$ cat src/hdl/ttb_pkg.sv
// Shared types, constants and helpers for the tangent/bitangent block.
`timescale 1ns / 1ps

package ttb_pkg;

    // One vertex: position and texture coordinate, all signed Q16.16.
    typedef struct packed {
        logic signed [31:0] pos_x;
        logic signed [31:0] pos_y;
        logic signed [31:0] pos_z;
        logic signed [31:0] tex_u;
        logic signed [31:0] tex_v;
    } in_t;

    // One triangle result.
    typedef struct packed {
        logic signed [31:0] tangent_x;
        logic signed [31:0] tangent_y;
        logic signed [31:0] tangent_z;
        logic signed [31:0] bitangent_x;
        logic signed [31:0] bitangent_y;
        logic signed [31:0] bitangent_z;
        logic               degenerate;
    } out_t;

    localparam int DW = 33;    // width of one delta
    localparam int PW = 66;    // width of one product
    localparam int NW = 67;    // width of a difference of products
    localparam int QW = 33;    // quotient bits produced by the divider
    localparam int XW = NW + 16; // scaled numerator magnitude

    // Edge and UV deltas of one triangle, handed from front to back.
    typedef struct packed {
        logic signed [DW-1:0] dp1_x;
        logic signed [DW-1:0] dp1_y;
        logic signed [DW-1:0] dp1_z;
        logic signed [DW-1:0] dp2_x;
        logic signed [DW-1:0] dp2_y;
        logic signed [DW-1:0] dp2_z;
        logic signed [DW-1:0] du1;
        logic signed [DW-1:0] dv1;
        logic signed [DW-1:0] du2;
        logic signed [DW-1:0] dv2;
    } delta_t;

    localparam int QDEPTH = 2;

    localparam logic [3:0] MUL_LAST  = 4'd14;
    localparam logic [5:0] ITER_LAST = 6'd32;
    localparam logic [2:0] COMP_LAST = 3'd5;

    typedef enum logic [2:0] {
        BS_IDLE,
        BS_MUL,
        BS_DSET,
        BS_DITER,
        BS_OUT
    } back_state_t;

    // Sign and saturate an unsigned quotient magnitude to signed 32 bits.
    function automatic logic [31:0] sat_q(input logic [QW-1:0] mag, input logic neg);
        logic [QW-1:0] lim;
        logic [QW-1:0] m;
        begin
            lim = neg ? QW'(33'h080000000) : QW'(33'h07FFFFFFF);
            m   = (mag > lim) ? lim : mag;
            sat_q = neg ? (32'd0 - m[31:0]) : m[31:0];
        end
    endfunction

    // Exact signed difference of two 32-bit values.
    function automatic logic signed [DW-1:0] sdiff(input logic [31:0] a, input logic [31:0] b);
        begin
            sdiff = $signed({a[31], a}) - $signed({b[31], b});
        end
    endfunction

endpackage

$ cat src/hdl/ttb_queue.sv
// Short queue of triangle deltas between front and back.
`timescale 1ns / 1ps

module ttb_queue (
    input  logic            clk,
    input  logic            rst_n,
    input  logic            wr,
    input  ttb_pkg::delta_t wr_data,
    output logic            q_full,
    input  logic            rd,
    output logic            q_valid,
    output ttb_pkg::delta_t rd_data
);

    ttb_pkg::delta_t mem [ttb_pkg::QDEPTH];
    logic            wp_reg;
    logic            rp_reg;
    logic [1:0]      cnt_reg;
    logic [1:0]      cnt_next;

    assign q_full  = (cnt_reg == 2'(ttb_pkg::QDEPTH));
    assign q_valid = (cnt_reg != 2'd0);
    assign rd_data = mem[rp_reg];

    always_comb
    begin
        cnt_next = cnt_reg;
        if (wr && !rd)
        begin
            cnt_next = cnt_reg + 2'd1;
        end
        else if (rd && !wr)
        begin
            cnt_next = cnt_reg - 2'd1;
        end
    end

    always_ff @(posedge clk or negedge rst_n)
    begin
        if (!rst_n)
        begin
            wp_reg  <= 1'b0;
            rp_reg  <= 1'b0;
            cnt_reg <= 2'd0;
        end
        else
        begin
            if (wr)
            begin
                wp_reg <= !wp_reg;
            end
            if (rd)
            begin
                rp_reg <= !rp_reg;
            end
            cnt_reg <= cnt_next;
        end
    end

    always_ff @(posedge clk)
    begin
        if (wr)
        begin
            mem[wp_reg] <= wr_data;
        end
    end

endmodule

$ cat config.mk
export PLATFORM = sky130hd
export DESIGN_NAME = ttb_queue
export DESIGN_NICKNAME = d
export VERILOG_FILES = /design/src/hdl/ttb_pkg.sv /design/src/hdl/ttb_queue.sv
export SDC_FILE = /design/constraint.sdc
export NUM_CORES = 1
export LEC_CHECK = 0
export BUFFER_PORTS_ARGS = -buffer_cell sky130_fd_sc_hd__buf_2
export CELL_PAD_IN_SITES_DETAIL_PLACEMENT = 1
export CELL_PAD_IN_SITES_GLOBAL_PLACEMENT = 1
export CORE_AREA = 2 2 263 265
export DETAILED_ROUTE_END_ITERATION = 7
export DIE_AREA = 0 0 265 267
export PLACE_DENSITY = 0.66
export RECOVER_POWER = 100
export SETUP_SLACK_MARGIN = 0.3
export SKIP_LAST_GASP = 1
export SYNTH_ARGS = -nofsm -noshare
export SYNTH_HDL_FRONTEND = slang
export SYNTH_SLANG_ARGS = --single-unit
$ cat constraint.sdc
create_clock -name clk -period 20.2 [get_ports clk]
set_input_delay 1.01 -clock clk [delete_from_list [all_inputs] [get_ports clk]]
set_output_delay 1.01 -clock clk [all_outputs]
set_load 0.02 [all_outputs]
==> run metrics <==
outcome finished with violations; failing checks capacitance limit, slew limit; FF-to-FF Start wp_reg; CTS root buf clkbuf_16; io pins about 670; RSZ-0062 raised after global routing no; Max Fanout on Critical Path 74; # rows 96; Post-DP HPWL approximately 43 mm; CP Launch Type input pin; pre-CTS setup slack around 16 ns; hold-fix buffers at CTS 0; Die Footprint 70800 µm²; pin count of the biggest net entering global routing around 120; average wire per standard cell about 23 µm; WHS 0.243 ns; total power about 4.6 mW; Die Wd approximately 270 µm; post-synth design cell area between 20000 and 30000 µm²; Critical Path RT between 20 and 25 ns; Async S/R FF share, synth less than 1%; Post-Route Utilization 44.5%; share of layout cells above drive strength 1 a little under a third; GRT Residual Overflow 0; total negative setup slack 0 ns; max reg flops between 600 and 700; cts repair resizes 0; reg2reg setup slack approximately 10 ns; sequential area share after synthesis between 70% and 80%; Routed Antenna Nets 0; Worst-Skew Late Latency 0.60 ns; Final setup violation count 0; Layout Nets about 2100; Netlist cell types 16; CTS tree done; CTS clock-pin slew for the worst setup and hold paths 0.06 ns; Worst path top cell family by delay buffers and inverters; crit share post-route 51.7%; f_max between 90 and 100 MHz; Iter 0 DRT Violations a little over 700; largest area contributor in the netlist edfxtp_1; Post-synth EDFFs 660; Slew Limit Fails 1020; CP peak stage delay around 3.6 ns; Clock Skew between 0.02 and 0.025 ns; cts bufs inserted 73; worst-path cell with the longest stage delay and2_0; Placer Congestion between 0.8 and 0.9; clk sinks ~660; Worst Setup Path Type in -> reg; vias per cell about 4.6; crit-path most repeated cell clkbuf_1; Setup Buffers After CTS 0; cells along the critical path clkbuf_1 -> and2_0 -> clkbuf_1 -> clkbuf_1; worst reg2reg path endpoint mem[1][55]; gr usage total 16.8%; Buffers on Ports 665; flop and latch count out of synthesis around 660; Yosys top cell area share 78.2%; Hold Crit Class in -> async; worst rel slew slack -374%; H-tree Lvls 3; syn_area_per_cell roughly 24 µm²; post-synthesis cell count roughly 1000; Area Overhead vs Synth 19.5%; Yosys warning total 0; core area roughly 68000 µm²; crit path time final 10.45 ns; Reg2Reg Depth 3; Pleak 10.7 nW; drt drc 0; largest cells by area after synthesis edfxtp_1 (78%), mux2_4 (17%), buf_8 (1.8%); Pre-antenna DRT Iters 5; top-count cell post-synth edfxtp_1; vias in the first global route around 14000; Power Dens Cells around 150 nW/µm²; Vias ~13000; crit path DAT approximately 11 ns; final worst slack 9.75 ns; CP endpoint kind flip-flop; Fin. Hold Viols 0; starting density of the core between 30% and 40%; Buf+Inv Stages, Crit Path 3; max-cap check violation count 16; Worst-Margin Slew approximately 7.1 ns; Die Y between 200 and 300 µm; initial antenna violation count 23; Peak VDD IR about 130 µV; most frequent cells after synthesis edfxtp_1 (660), mux2_4 (290), mux2_2 (40); first-pass GRT wire length a little under 90 mm; clk buf depth 3; post-detailed-routing wire length 61.7 mm; Mapped Nets between 1000 and 1500; Main synth FF type edfxtp_1
-- cells by family (layout without fill, tap and decap cells) --
logic type	Yosys count	in the layout	synth area share (%)
xor gates and xnor gates	5	5	0.173
and+or+nand+nor	5	5	0.114
buffers and inverters	38	810	2.07
adders and majority gates	1	1	0.0494
other	0	15	0
muxes	330	330	19.0
DFF	664	664	78.6
-- cell type report --
class / instances / area [µm²]
Fill cell: 6773 / 37700
Timing Repair Buffer: 678 / 3080
Tap cell: 882 / 1100
Inverter: 1 / 3.75
Sequential cell: 664 / 19900
Clock buffer: 90 / 1930
Clock inverter: 41 / 377
Antenna cell: 15 / 37.5
Multi-Input combinational cell: 341 / 3820
-- worst register-to-register path: stages (launching register included) --
cell      delay (ns)
dfrtp_1         0.37
and2_0          3.62
clkbuf_1        3.18
clkbuf_1        2.53
-- how the worst max path moves through the flow --
| stage | start | to | slack [ns] | cells past startpoint |
|---|---|---|---|---|
| global placement | rp_reg | rd_data[82] | 15.68 | 4 |
| finish | wr | mem[1][55] | 9.75 | 4 |
| global route | wr | mem[1][48] | 8.56 | 4 |
| floorplan | wr | mem[0][0] | 3.95 | 1 |
| detailed placement | rp_reg | rd_data[108] | 15.60 | 4 |
| CTS | rp_reg | rd_data[110] | 14.88 | 4 |
-- through the flow --
step,std cells,area (µm²)
6_report,2712,30300
3_5_place_dp,2566,29400
4_1_cts,2697,31700
3_3_place_gp,2566,29400
2_1_floorplan,1043,25300
5_1_grt,2709,30300
-- power breakdown --
group	internal (mW)	switching (mW)	total [mW]	leakage (nW)
Sequential	1.86	0.0814	1.95	6.24
Combinational	0.470	0.906	1.38	3.35
Clock	0.749	0.536	1.29	1.13
Total	3.08	1.52	4.61	10.7
-- cell usage in the layout, fill, tap and decap left out, drive strengths merged, types with 2 or more instances in the layout --
cell / Yosys / layout
clkinv: 0 / 28
clkbuf: 0 / 344
xor2: 4 / 4
dfrtp: 4 / 4
buf: 37 / 424
bufinv: 0 / 5
edfxtp: 660 / 660
inv: 1 / 8
mux2: 330 / 330
nor2b: 2 / 2
diode: 0 / 15
-- metal layers --
layer	GRT usage (%)	wire, µm
met4	7.18	1830
met3	6.87	5780
met2	29.2	32100
met5	0	103
met1	17.9	21900
Note: power is estimated with default switching activity, not from simulation.
