`config.mk`:
```
export PLATFORM = sky130hd
export DESIGN_NAME = ttb_front
export DESIGN_NICKNAME = d
export VERILOG_FILES = /design/src/hdl/ttb_pkg.sv /design/src/hdl/ttb_front.sv
export SDC_FILE = /design/constraint.sdc
export NUM_CORES = 1
export LEC_CHECK = 0
export BUFFER_PORTS_ARGS = -buffer_cell sky130_fd_sc_hd__buf_2
export CAP_MARGIN = 0
export CORE_MARGIN = 1.5
export CORE_UTILIZATION = 40
export DETAILED_ROUTE_END_ITERATION = 6
export PLACE_DENSITY = 0.73
export SLEW_MARGIN = 15
export SYNTH_ARGS = -nofsm -noshare
export SYNTH_HDL_FRONTEND = slang
export SYNTH_SLANG_ARGS = --single-unit
```
`constraint.sdc`:
```
create_clock -name clk -period 18.9 [get_ports clk]
set_input_delay 0.945 -clock clk [delete_from_list [all_inputs] [get_ports clk]]
set_output_delay 0.945 -clock clk [all_outputs]
set_load 0.02 [all_outputs]
```
`src/hdl/ttb_pkg.sv`:
```
// Shared types, constants and helpers for the tangent/bitangent block.
`timescale 1ns / 1ps

package ttb_pkg;

    // One vertex: position and texture coordinate, all signed Q16.16.
    typedef struct packed {
        logic signed [31:0] pos_x;
        logic signed [31:0] pos_y;
        logic signed [31:0] pos_z;
        logic signed [31:0] tex_u;
        logic signed [31:0] tex_v;
    } in_t;

    // One triangle result.
    typedef struct packed {
        logic signed [31:0] tangent_x;
        logic signed [31:0] tangent_y;
        logic signed [31:0] tangent_z;
        logic signed [31:0] bitangent_x;
        logic signed [31:0] bitangent_y;
        logic signed [31:0] bitangent_z;
        logic               degenerate;
    } out_t;

    localparam int DW = 33;    // width of one delta
    localparam int PW = 66;    // width of one product
    localparam int NW = 67;    // width of a difference of products
    localparam int QW = 33;    // quotient bits produced by the divider
    localparam int XW = NW + 16; // scaled numerator magnitude

    // Edge and UV deltas of one triangle, handed from front to back.
    typedef struct packed {
        logic signed [DW-1:0] dp1_x;
        logic signed [DW-1:0] dp1_y;
        logic signed [DW-1:0] dp1_z;
        logic signed [DW-1:0] dp2_x;
        logic signed [DW-1:0] dp2_y;
        logic signed [DW-1:0] dp2_z;
        logic signed [DW-1:0] du1;
        logic signed [DW-1:0] dv1;
        logic signed [DW-1:0] du2;
        logic signed [DW-1:0] dv2;
    } delta_t;

    localparam int QDEPTH = 2;

    localparam logic [3:0] MUL_LAST  = 4'd14;
    localparam logic [5:0] ITER_LAST = 6'd32;
    localparam logic [2:0] COMP_LAST = 3'd5;

    typedef enum logic [2:0] {
        BS_IDLE,
        BS_MUL,
        BS_DSET,
        BS_DITER,
        BS_OUT
    } back_state_t;

    // Sign and saturate an unsigned quotient magnitude to signed 32 bits.
    function automatic logic [31:0] sat_q(input logic [QW-1:0] mag, input logic neg);
        logic [QW-1:0] lim;
        logic [QW-1:0] m;
        begin
            lim = neg ? QW'(33'h080000000) : QW'(33'h07FFFFFFF);
            m   = (mag > lim) ? lim : mag;
            sat_q = neg ? (32'd0 - m[31:0]) : m[31:0];
        end
    endfunction

    // Exact signed difference of two 32-bit values.
    function automatic logic signed [DW-1:0] sdiff(input logic [31:0] a, input logic [31:0] b);
        begin
            sdiff = $signed({a[31], a}) - $signed({b[31], b});
        end
    endfunction

endpackage

```
`src/hdl/ttb_front.sv`:
```
// Front end: collects three vertices and forms the triangle deltas.
`timescale 1ns / 1ps

module ttb_front (
    input  logic            clk,
    input  logic            rst_n,
    input  logic            push,
    output logic            full,
    input  ttb_pkg::in_t    in_data,
    output logic            q_push,
    input  logic            q_full,
    output ttb_pkg::delta_t q_data
);

    logic [1:0]   slot_reg;
    logic [1:0]   slot_next;
    ttb_pkg::in_t v0_reg;
    ttb_pkg::in_t v1_reg;
    logic         take;

    // The third vertex can only be taken when the queue has room.
    assign full   = (slot_reg == 2'd2) && q_full;
    assign take   = push && !full;
    assign q_push = take && (slot_reg == 2'd2);

    always_comb
    begin
        slot_next = slot_reg;
        if (take)
        begin
            slot_next = (slot_reg == 2'd2) ? 2'd0 : slot_reg + 2'd1;
        end
    end

    always_ff @(posedge clk or negedge rst_n)
    begin
        if (!rst_n)
        begin
            slot_reg <= 2'd0;
        end
        else
        begin
            slot_reg <= slot_next;
        end
    end

    always_ff @(posedge clk)
    begin
        if (take && (slot_reg == 2'd0))
        begin
            v0_reg <= in_data;
        end
        if (take && (slot_reg == 2'd1))
        begin
            v1_reg <= in_data;
        end
    end

    always_comb
    begin
        q_data.dp1_x = ttb_pkg::sdiff(v1_reg.pos_x, v0_reg.pos_x);
        q_data.dp1_y = ttb_pkg::sdiff(v1_reg.pos_y, v0_reg.pos_y);
        q_data.dp1_z = ttb_pkg::sdiff(v1_reg.pos_z, v0_reg.pos_z);
        q_data.dp2_x = ttb_pkg::sdiff(in_data.pos_x, v0_reg.pos_x);
        q_data.dp2_y = ttb_pkg::sdiff(in_data.pos_y, v0_reg.pos_y);
        q_data.dp2_z = ttb_pkg::sdiff(in_data.pos_z, v0_reg.pos_z);
        q_data.du1   = ttb_pkg::sdiff(v1_reg.tex_u, v0_reg.tex_u);
        q_data.dv1   = ttb_pkg::sdiff(v1_reg.tex_v, v0_reg.tex_v);
        q_data.du2   = ttb_pkg::sdiff(in_data.tex_u, v0_reg.tex_u);
        q_data.dv2   = ttb_pkg::sdiff(in_data.tex_v, v0_reg.tex_v);
    end

endmodule

```
==> metrics.cfg, run 1 <==
[outcome]
status = finished, final reports clean

[logic_synthesis]
synthMuxAreaShare = 0.00268
async_flop_share = 0.00621
synth-simple-area-share = 0.121
synthCells = 2722
synth_compound_area_frac = 0.213
synth-main-ff-cell = edfxtp_1
synth_fa_ha_area_frac = 0.161
synth-edff-count = 320
yosysTopAreaCell = edfxtp_1
syn_area_um2 = 26100
yosys-top-cells-area = edfxtp_1 37%, ha_1 15%, xnor2_1 6.6%
synth.avg_cell_area_um2 = 9.59
synth_top_family_by_area = compound AO/OA/AOI/OAI gates
yosysSeqAreaShare = 0.370
synth-warning-count = 0
synth-xor-area-share = 0.0899
syn-num-nets = 3216
synth_common_cells = 320 x edfxtp_1, 320 x ha_1, 266 x a21oi_1, 262 x inv_1, 197 x xnor2_1
synth.top_cell.area_share = 0.368
ys_types = 87
ys_ff_latch = 322

[final_layout]
fillers = 6015
drive_gt1_frac = 0.184
stdcell_area_um2 = 31000
fin_nets = 3729
area_growth_pct = 18.7

[critical_path]
cp.required_ns = 17.95
cp-end-kind = primary output
r2r_cells = 4
cp_cell_sequence = inv_1, ha_1, nor2b_1, o31ai_1, a31oi_1, a211oi_1, o21ai_1, a31oi_1, nor4b_2, o31ai_1, xor2_1, buf_2
startpoint_type = register
critPathLaunch = v0_reg[65]
path_max_fanout = 4
reg2reg_from = slot_reg[0]
crit_slowest_cell = a31oi_1
max_stage_delay_ns = 0.46
critPathKind = register to primary output
crit_arrival_ns = 4.20

[clock_tree]
worstSkewPairLatency_ns = 0.56
cts_setup_buffers = 0
cts_made_buffers = 40
hold_buffers = 0
clockBufferDepth = 3
cts_tree = yes
clockRootBuffer = clkbuf_16
post_cts_resized = 0
clock-sinks = 322
cts_max_level = 2
path_clk_slew_ns = 0.06

[floorplanning]
die_y_um = 258
core_um2 = 64500
die_area_um2 = 66800
fp-row-count = 93
ios = 496
start_util = 0.405
fp.dieW_um = 258

[grt]
antenna_found_initial = 16
grt_overflow_total = 0
track_usage = 0.207
grt_max_degree = 68
grt_pass1_vias = 21000
grt_first_pass_wirelength_um = 111000

[power]
p_sw_uw = 2120
p_per_area_nw_per_um2 = 146
power.share.clock = 0.176
p_comb_frac = 0.605
seqPwrFrac = 0.219
ir_worst_vdd_mv = 0.0907
sw_frac_of_total = 0.468
leakage_uw = 0.0142
intPower_uw = 2410

[timing]
rsz0062_at_grt = no
setup_viol = 0
skew_ns = 0.0272
tightest_slew_ns = 0.965
period_share = 0.272
slew-limit-headroom = 0.357
layout_min_cycle_time_ns = 5.14
fin_setup_tns_ns = 0
slew_viol_final = 0
hold_violations = 0
max_freq_mhz = 195
layout_setup_ws_ns = 13.76

[hold_path]
min_path_type = input pin to async pin

[placement]
placed_area_um2 = 29600
port-buffer-count = 495
dp_hpwl_um = 58200
gp_congestion = 0.937
dp_slack_ns = 13.87

[drt]
wirelength_um = 72200
viasPerCell = 5.39
vias = 22200
drc = 0
drtIter0Drc = 1394
dr.pass1.iters = 5
drt-wirelength-per-cell_um = 17.5
detail-route-antenna-nets = 0

[run]
cap_violations = 0

-- metal layers --
layer  global-route usage  routed length [um]
met5                    0                  93
met3               0.0407                4510
met1                0.255               30500
met2                0.357               34600
met4               0.0741                2450
-- logic make-up (layout without fill, tap and decap cells) --
group,after synthesis,count (layout)
AOI/OAI and AO/OA,856,856
buffers and inverters,292,835
xor gates and xnor gates,268,268
other,0,6
adders and majority gates,330,330
and+or+nand+nor,647,647
DFF,322,322
muxes,7,7
-- layout make-up --
| cell class | count | area, um^2 | share of cell area |
|---|---|---|---|
| flip-flops and latches | 322 | 9660 | 0.312 |
| repair buffers | 501 | 2520 | 0.0814 |
| inverters | 262 | 983 | 0.0317 |
| well taps | 855 | 1070 | 0.0345 |
| clock inverters | 25 | 304 | 0.00981 |
| clock buffers | 47 | 1070 | 0.0345 |
| multi-input cells | 2108 | 15400 | 0.496 |
| diodes | 6 | 15.0 | 0.000485 |
-- worst paths after layout --
check / endpoint / slack, ns
setup / recovery: q_data[260] / 13.76
hold / removal: slot_reg[0] / 0.18
setup reg to reg: v1_reg[85] / 16.26
hold reg to reg: slot_reg[0] / 0.60
max in group asynchronous: slot_reg[1] / 18.62
min in group clk: v1_reg[64] / 0.59
-- power groups by stage --
stage	sequential, uW	combinational, uW	clock [uW]
after floorplan	1050	1880	0
after global placement	1000	2700	0
after detailed placement	1010	2720	0
after CTS	992	2730	813
after global routing	1000	2960	839
final	991	2740	797
-- placed cells by master (no fill, tap or decap), types with 16 or more instances in the layout --
| master | count |
|---|---|
| edfxtp_1 | 320 |
| nand2_1 | 168 |
| a31oi_1 | 30 |
| o21a_1 | 52 |
| nand2b_1 | 45 |
| o21ai_1 | 17 |
| or3_1 | 16 |
| inv_1 | 262 |
| a21oi_1 | 266 |
| a211oi_1 | 23 |
| buf_2 | 495 |
| o21bai_1 | 28 |
| and2_1 | 17 |
| xnor2_1 | 197 |
| o211ai_1 | 21 |
| xor2_1 | 71 |
| nand4_1 | 24 |
| and3_1 | 39 |
| clkbuf_16 | 42 |
| a21o_1 | 152 |
| nor3_1 | 30 |
| ha_1 | 320 |
| nand3_1 | 50 |
| nor2_1 | 171 |
| o21ai_0 | 140 |
| nor2b_1 | 43 |
-- through the flow --
| step | power, uW | std cells | hold WS, ns | util |
|---|---|---|---|---|
| global placement | 3700 | 4048 | 0.576 | 0.459 |
| finish | 4530 | 4126 | 0.185 | 0.481 |
| CTS | 4540 | 4120 | 0.143 | 0.480 |
| detailed placement | 3720 | 4048 | 0.584 | 0.459 |
| floorplan | 2930 | 2722 | 0.502 | - |
| global route | 4800 | 4126 | 0.155 | 0.481 |
-- critical path, delay by kind of cell, from the launching register on --
family          cells  cell delay (ns)
fa+ha+maj           1             0.29
xor+xnor            1             0.26
simple gates        2             0.49
compound gates      6             1.85
buf+inv             2             0.32
flops               1             0.43
No activity file was read; power rests on OpenSTA's default activity.
==> run 2, diff against run 1 <==
==> constraint.sdc (replaced) <==
create_clock -name clk -period 5.1 [get_ports clk]
set_input_delay 0.255 -clock clk [delete_from_list [all_inputs] [get_ports clk]]
set_output_delay 0.255 -clock clk [all_outputs]
set_load 0.02 [all_outputs]
==> metrics.cfg, run 2 (synthesized netlist as in run 1, its figures left out) <==
[outcome]
status = finished, final reports clean

[placement]
dp_hpwl_um = 58000
port-buffer-count = 495
gp_congestion = 0.926
place_inst = 4047

[clock_tree]
clockRootBuffer = clkbuf_16
cts_made_buffers = 39
clockBufferDepth = 3
worstSkewPairLatency_ns = 0.56
cts_tree = yes
cts_setup_buffers = 0
cts_max_level = 2
path_clk_slew_ns = 0.06
clock-sinks = 322

[final_layout]
mostFrequentLayoutCells = 495 x buf_2, 320 x ha_1, 320 x edfxtp_1, 266 x a21oi_1, 262 x inv_1
area_growth_pct = 24.7
fin_nets = 3890
instances_no_fill = 4283
layout_commonest_cell = buf_2
post-route-util = 0.505
drive_gt1_frac = 0.174

[drt]
viasPerCell = 5.35
drc = 0
dr.pass1.iters = 5
drt-wirelength-per-cell_um = 17.3
drtIter0Drc = 1667
detail-route-antenna-nets = 0
vias = 22900
wirelength_um = 74200

[grt]
antenna_found_initial = 4
grt_first_pass_wirelength_um = 115000
grt_overflow_total = 0
track_usage = 0.213
grt_pass1_vias = 22000
grt_max_degree = 97

[floorplanning]
start_util = 0.405
fp-row-count = 93
die_area_um2 = 66800
ios = 496
fp.dieW_um = 258
core_um2 = 64500
die_y_um = 258

[critical_path]
path_buf_inv = 1
cp.required_ns = 4.85
critPathLaunch = v0_reg[96]
cp-end-kind = primary output
reg2reg_from = slot_reg[0]
r2r_end = v1_reg[33]
crit_arrival_ns = 4.11
rrSetupSlack_ns = 2.82
cp_common_cell = o21ai_0
critPathKind = register to primary output
startpoint_type = register
crit_slowest_cell = a2111oi_0
cp_top_family = compound AO/OA/AOI/OAI gates
cp_cell_sequence = ha_1, fa_1, nor2b_1, o21ai_0, a21boi_1, o21ai_1, o21ai_2, a31oi_1, a2111oi_0, o21ai_0, a22o_1, buf_2
r2r_cells = 3
path_depth = 12
max_stage_delay_ns = 0.70
path_max_fanout = 4
crit_end = q_data[296]

[run]
cap_violations = 0

[timing]
slew-limit-headroom = 0.511
rsz0062_at_grt = no
max_freq_mhz = 229
skew_ns = 0.0168
slew_viol_final = 0
setup_viol = 0
period_share = 0.856
fin_setup_tns_ns = 0
hold_violations = 0
tightest_slew_ns = 0.730
layout_min_cycle_time_ns = 4.37

[power]
p_per_area_nw_per_um2 = 517
leakage_uw = 0.0148
total_power_uw = 16800
ir_worst_vdd_mv = 0.329

[hold_path]
hp-start = q_full
min_path_type = input pin to register

[run 2: what timing repair did]
item | 4_1_cts | 5_1_grt
hold buffers | 163 | 0
gates resized for setup | 0 | 0
hold endpoints to repair | 323 | 0
[run 2: cell type report]
class                   count  area [um^2]
diodes                      5         12.5
clock buffers              45         1020
clock inverters            23          278
fillers                  5812        31900
inverters                 262          983
multi-input cells        2108        15400
flip-flops and latches    322         9660
well taps                 855         1070
repair buffers            663         4170
[run 2: where the power goes]
| part | internal (uW) | leakage [uW] | switching (uW) |
|---|---|---|---|
| logic | 3680 | 0.0112 | 6650 |
| clock network | 1700 | 0.000623 | 1150 |
| registers | 3530 | 0.00299 | 140 |
[run 2: worst min path at each step]
stage             endpoint  slack [ns]  depth (start not counted)
2_1_floorplan  slot_reg[0]       -0.04                          0
3_3_place_gp   slot_reg[0]        0.04                          1
3_5_place_dp   slot_reg[0]        0.04                          1
4_1_cts        slot_reg[1]        0.08                          4
5_1_grt        slot_reg[1]        0.17                          4
6_report       slot_reg[1]        0.13                          4
[run 2: tightest hold or removal path, stage by stage]
cell	delay, ns
buf_2	0.09
inv_1	0.04
o21ai_0	0.13
a21o_1	0.11
[run 2: per-stage QoR]
step | instance area [um^2] | setup slack [ns] | hold slack, ns
CTS | 32500 | 0.720 | 0.0786
global placement | 29600 | 1.41 | 0.0406
global route | 32600 | 0.490 | 0.172
detailed placement | 29600 | 1.34 | 0.0421
finish | 32600 | 0.732 | 0.126
floorplan | 26100 | 0.338 | -0.0406
[run 2: metal layers]
layer | vias up | share of wire | GRT usage
li1 | 11300 | - | -
met1 | 10700 | 0.42 | 0.266
met2 | 743 | 0.48 | 0.370
met3 | 143 | 0.063 | 0.0310
met4 | 0 | 0.038 | 0.0814
met5 | - | 0 | 0
==> run 3, diff against run 2 <==
--- a/config.mk
+++ b/config.mk
@@ -5,7 +5,7 @@
 export SDC_FILE = /design/constraint.sdc
 export NUM_CORES = 1
 export LEC_CHECK = 0
-export BUFFER_PORTS_ARGS = -buffer_cell sky130_fd_sc_hd__buf_2
+export BUFFER_PORTS_ARGS = -buffer_cell sky130_fd_sc_hd__buf_4
 export CAP_MARGIN = 0
 export CORE_MARGIN = 1.5
 export CORE_UTILIZATION = 40
==> metrics.cfg, run 3 (synthesized netlist as in run 1, its figures left out) <==
[grt]
grt_overflow_total = 0
grt_first_pass_wirelength_um = 118000
grt_max_degree = 97
grt_pass1_vias = 22400
track_usage = 0.219
antenna_found_initial = 4

[timing]
period_share = 0.844
max_freq_mhz = 232
hold_violations = 0
fin_setup_tns_ns = 0
tightest_slew_ns = 0.854
hold_slack_ns = 0.0269
layout_setup_ws_ns = 0.798
setup_viol = 0
layout_min_cycle_time_ns = 4.30
rsz0062_at_grt = no
skew_ns = 0.0191
slew-limit-headroom = 0.431
slew_viol_final = 0

[final_layout]
drive_gt1_frac = 0.174
instances_no_fill = 4287
layout_commonest_cell = buf_4
post-route-util = 0.526
area_growth_pct = 29.8
fin_nets = 3891
mostFrequentLayoutCells = 498 x buf_4, 320 x ha_1, 320 x edfxtp_1, 266 x a21oi_1, 262 x inv_1

[outcome]
status = finished, final reports clean

[critical_path]
max_stage_delay_ns = 0.70
reg2reg_from = slot_reg[1]
cp-end-kind = primary output
cp_cell_sequence = ha_1, fa_1, nor2b_1, o21ai_0, a21boi_1, o21ai_1, o21ai_2, a31oi_1, a2111oi_0, o21ai_0, a22o_1, buf_4
critPathLaunch = v0_reg[96]
path_max_fanout = 4
cp_common_cell = o21ai_0
crit_slowest_cell = a2111oi_0
critPathKind = register to primary output
startpoint_type = register
cp_top_family = compound AO/OA/AOI/OAI gates
path_buf_inv = 1
crit_arrival_ns = 4.05
cp.required_ns = 4.85

[power]
p_per_area_nw_per_um2 = 531
ir_worst_vdd_mv = 0.287
leakage_uw = 0.0153

[clock_tree]
clock-sinks = 322
post_cts_resized = 0
cts_max_level = 2
clockRootBuffer = clkbuf_16
cts_tree = yes
cts_made_buffers = 41
path_clk_slew_ns = 0.06
worstSkewPairLatency_ns = 0.57
clockBufferDepth = 3

[drt]
detail-route-antenna-nets = 0
vias = 23100
drtIter0Drc = 1472
dr.pass1.iters = 5
drt-wirelength-per-cell_um = 17.7
viasPerCell = 5.39
wirelength_um = 75900
drc = 0

[floorplanning]
fp.dieW_um = 258
fp-row-count = 93
die_y_um = 258
die_area_um2 = 66800
start_util = 0.405
core_um2 = 64500
ios = 496

[placement]
port-buffer-count = 495
gp_congestion = 0.947
dp_hpwl_um = 59100
place_inst = 4047
dp_slack_ns = 1.39

[run]
cap_violations = 0

[hold_path]
min_path_type = input pin to register
hp-start = push

run 3: cell count changes in the layout (fill, tap and decap cells not counted), moves of 2 or more:
| cell | delta |
|---|---|
| clkbuf_16 | +2 |
| bufinv_16 | +2 |
| buf_2 | -495 |
| inv_6 | -3 |
| buf_4 | +495 |
| clkinvlp_4 | -2 |
| clkinv_1 | +5 |
run 3: power by group:
part | leakage, uW | internal [uW] | total, uW | switching (uW)
sequential | 0.00299 | 3540 | 3680 | 144
combinational | 0.0116 | 4520 | 11300 | 6770
clock | 0.000674 | 1860 | 3020 | 1160
total | 0.0153 | 9910 | 18000 | 8070
run 3: cell type report:
cell class	instances	area [um^2]
clock inverters	25	320
fillers	5712	30600
flip-flops and latches	322	9660
inverters	262	983
multi-input cells	2108	15400
repair buffers	662	5400
well taps	855	1070
diodes	5	12.5
clock buffers	48	1070
run 3: worst paths after layout:
check | slack, ns | endpoint | cells after the start
max in group asynchronous | 4.40 | slot_reg[0] | 3
min reg2reg | 0.64 | slot_reg[0] | 1
min | 0.03 | slot_reg[1] | 3
max | 0.80 | q_data[296] | 12
min in group asynchronous | 0.57 | slot_reg[1] | 3
max reg2reg | 2.98 | v0_reg[139] | 3
run 3: stage by stage:
| stage | total power (uW) | area [um^2] |
|---|---|---|
| 2_1_floorplan | 10700 | 26100 |
| 3_3_place_gp | 14700 | 30900 |
| 3_5_place_dp | 14800 | 30900 |
| 4_1_cts | 18000 | 33900 |
| 5_1_grt | 19000 | 33900 |
| 6_report | 18000 | 33900 |
run 3: worst min-delay path: cells and delay by family:
family / cells / cell delay (ns)
buffers and inverters: 1 / 0.12
AOI/OAI and AO/OA: 2 / 0.17
run 3: timing repair:
action,CTS,global route
hold buffers,162,0
buffers inserted,0,0
endpoints found under the hold margin,322,0
run 3: layer usage:
layer	vias to the layer above	GRT usage	share of wire
li1	11400	-	-
met1	10800	0.268	0.41
met2	809	0.377	0.48
met3	164	0.0397	0.070
met4	0	0.0903	0.041
met5	-	0	0
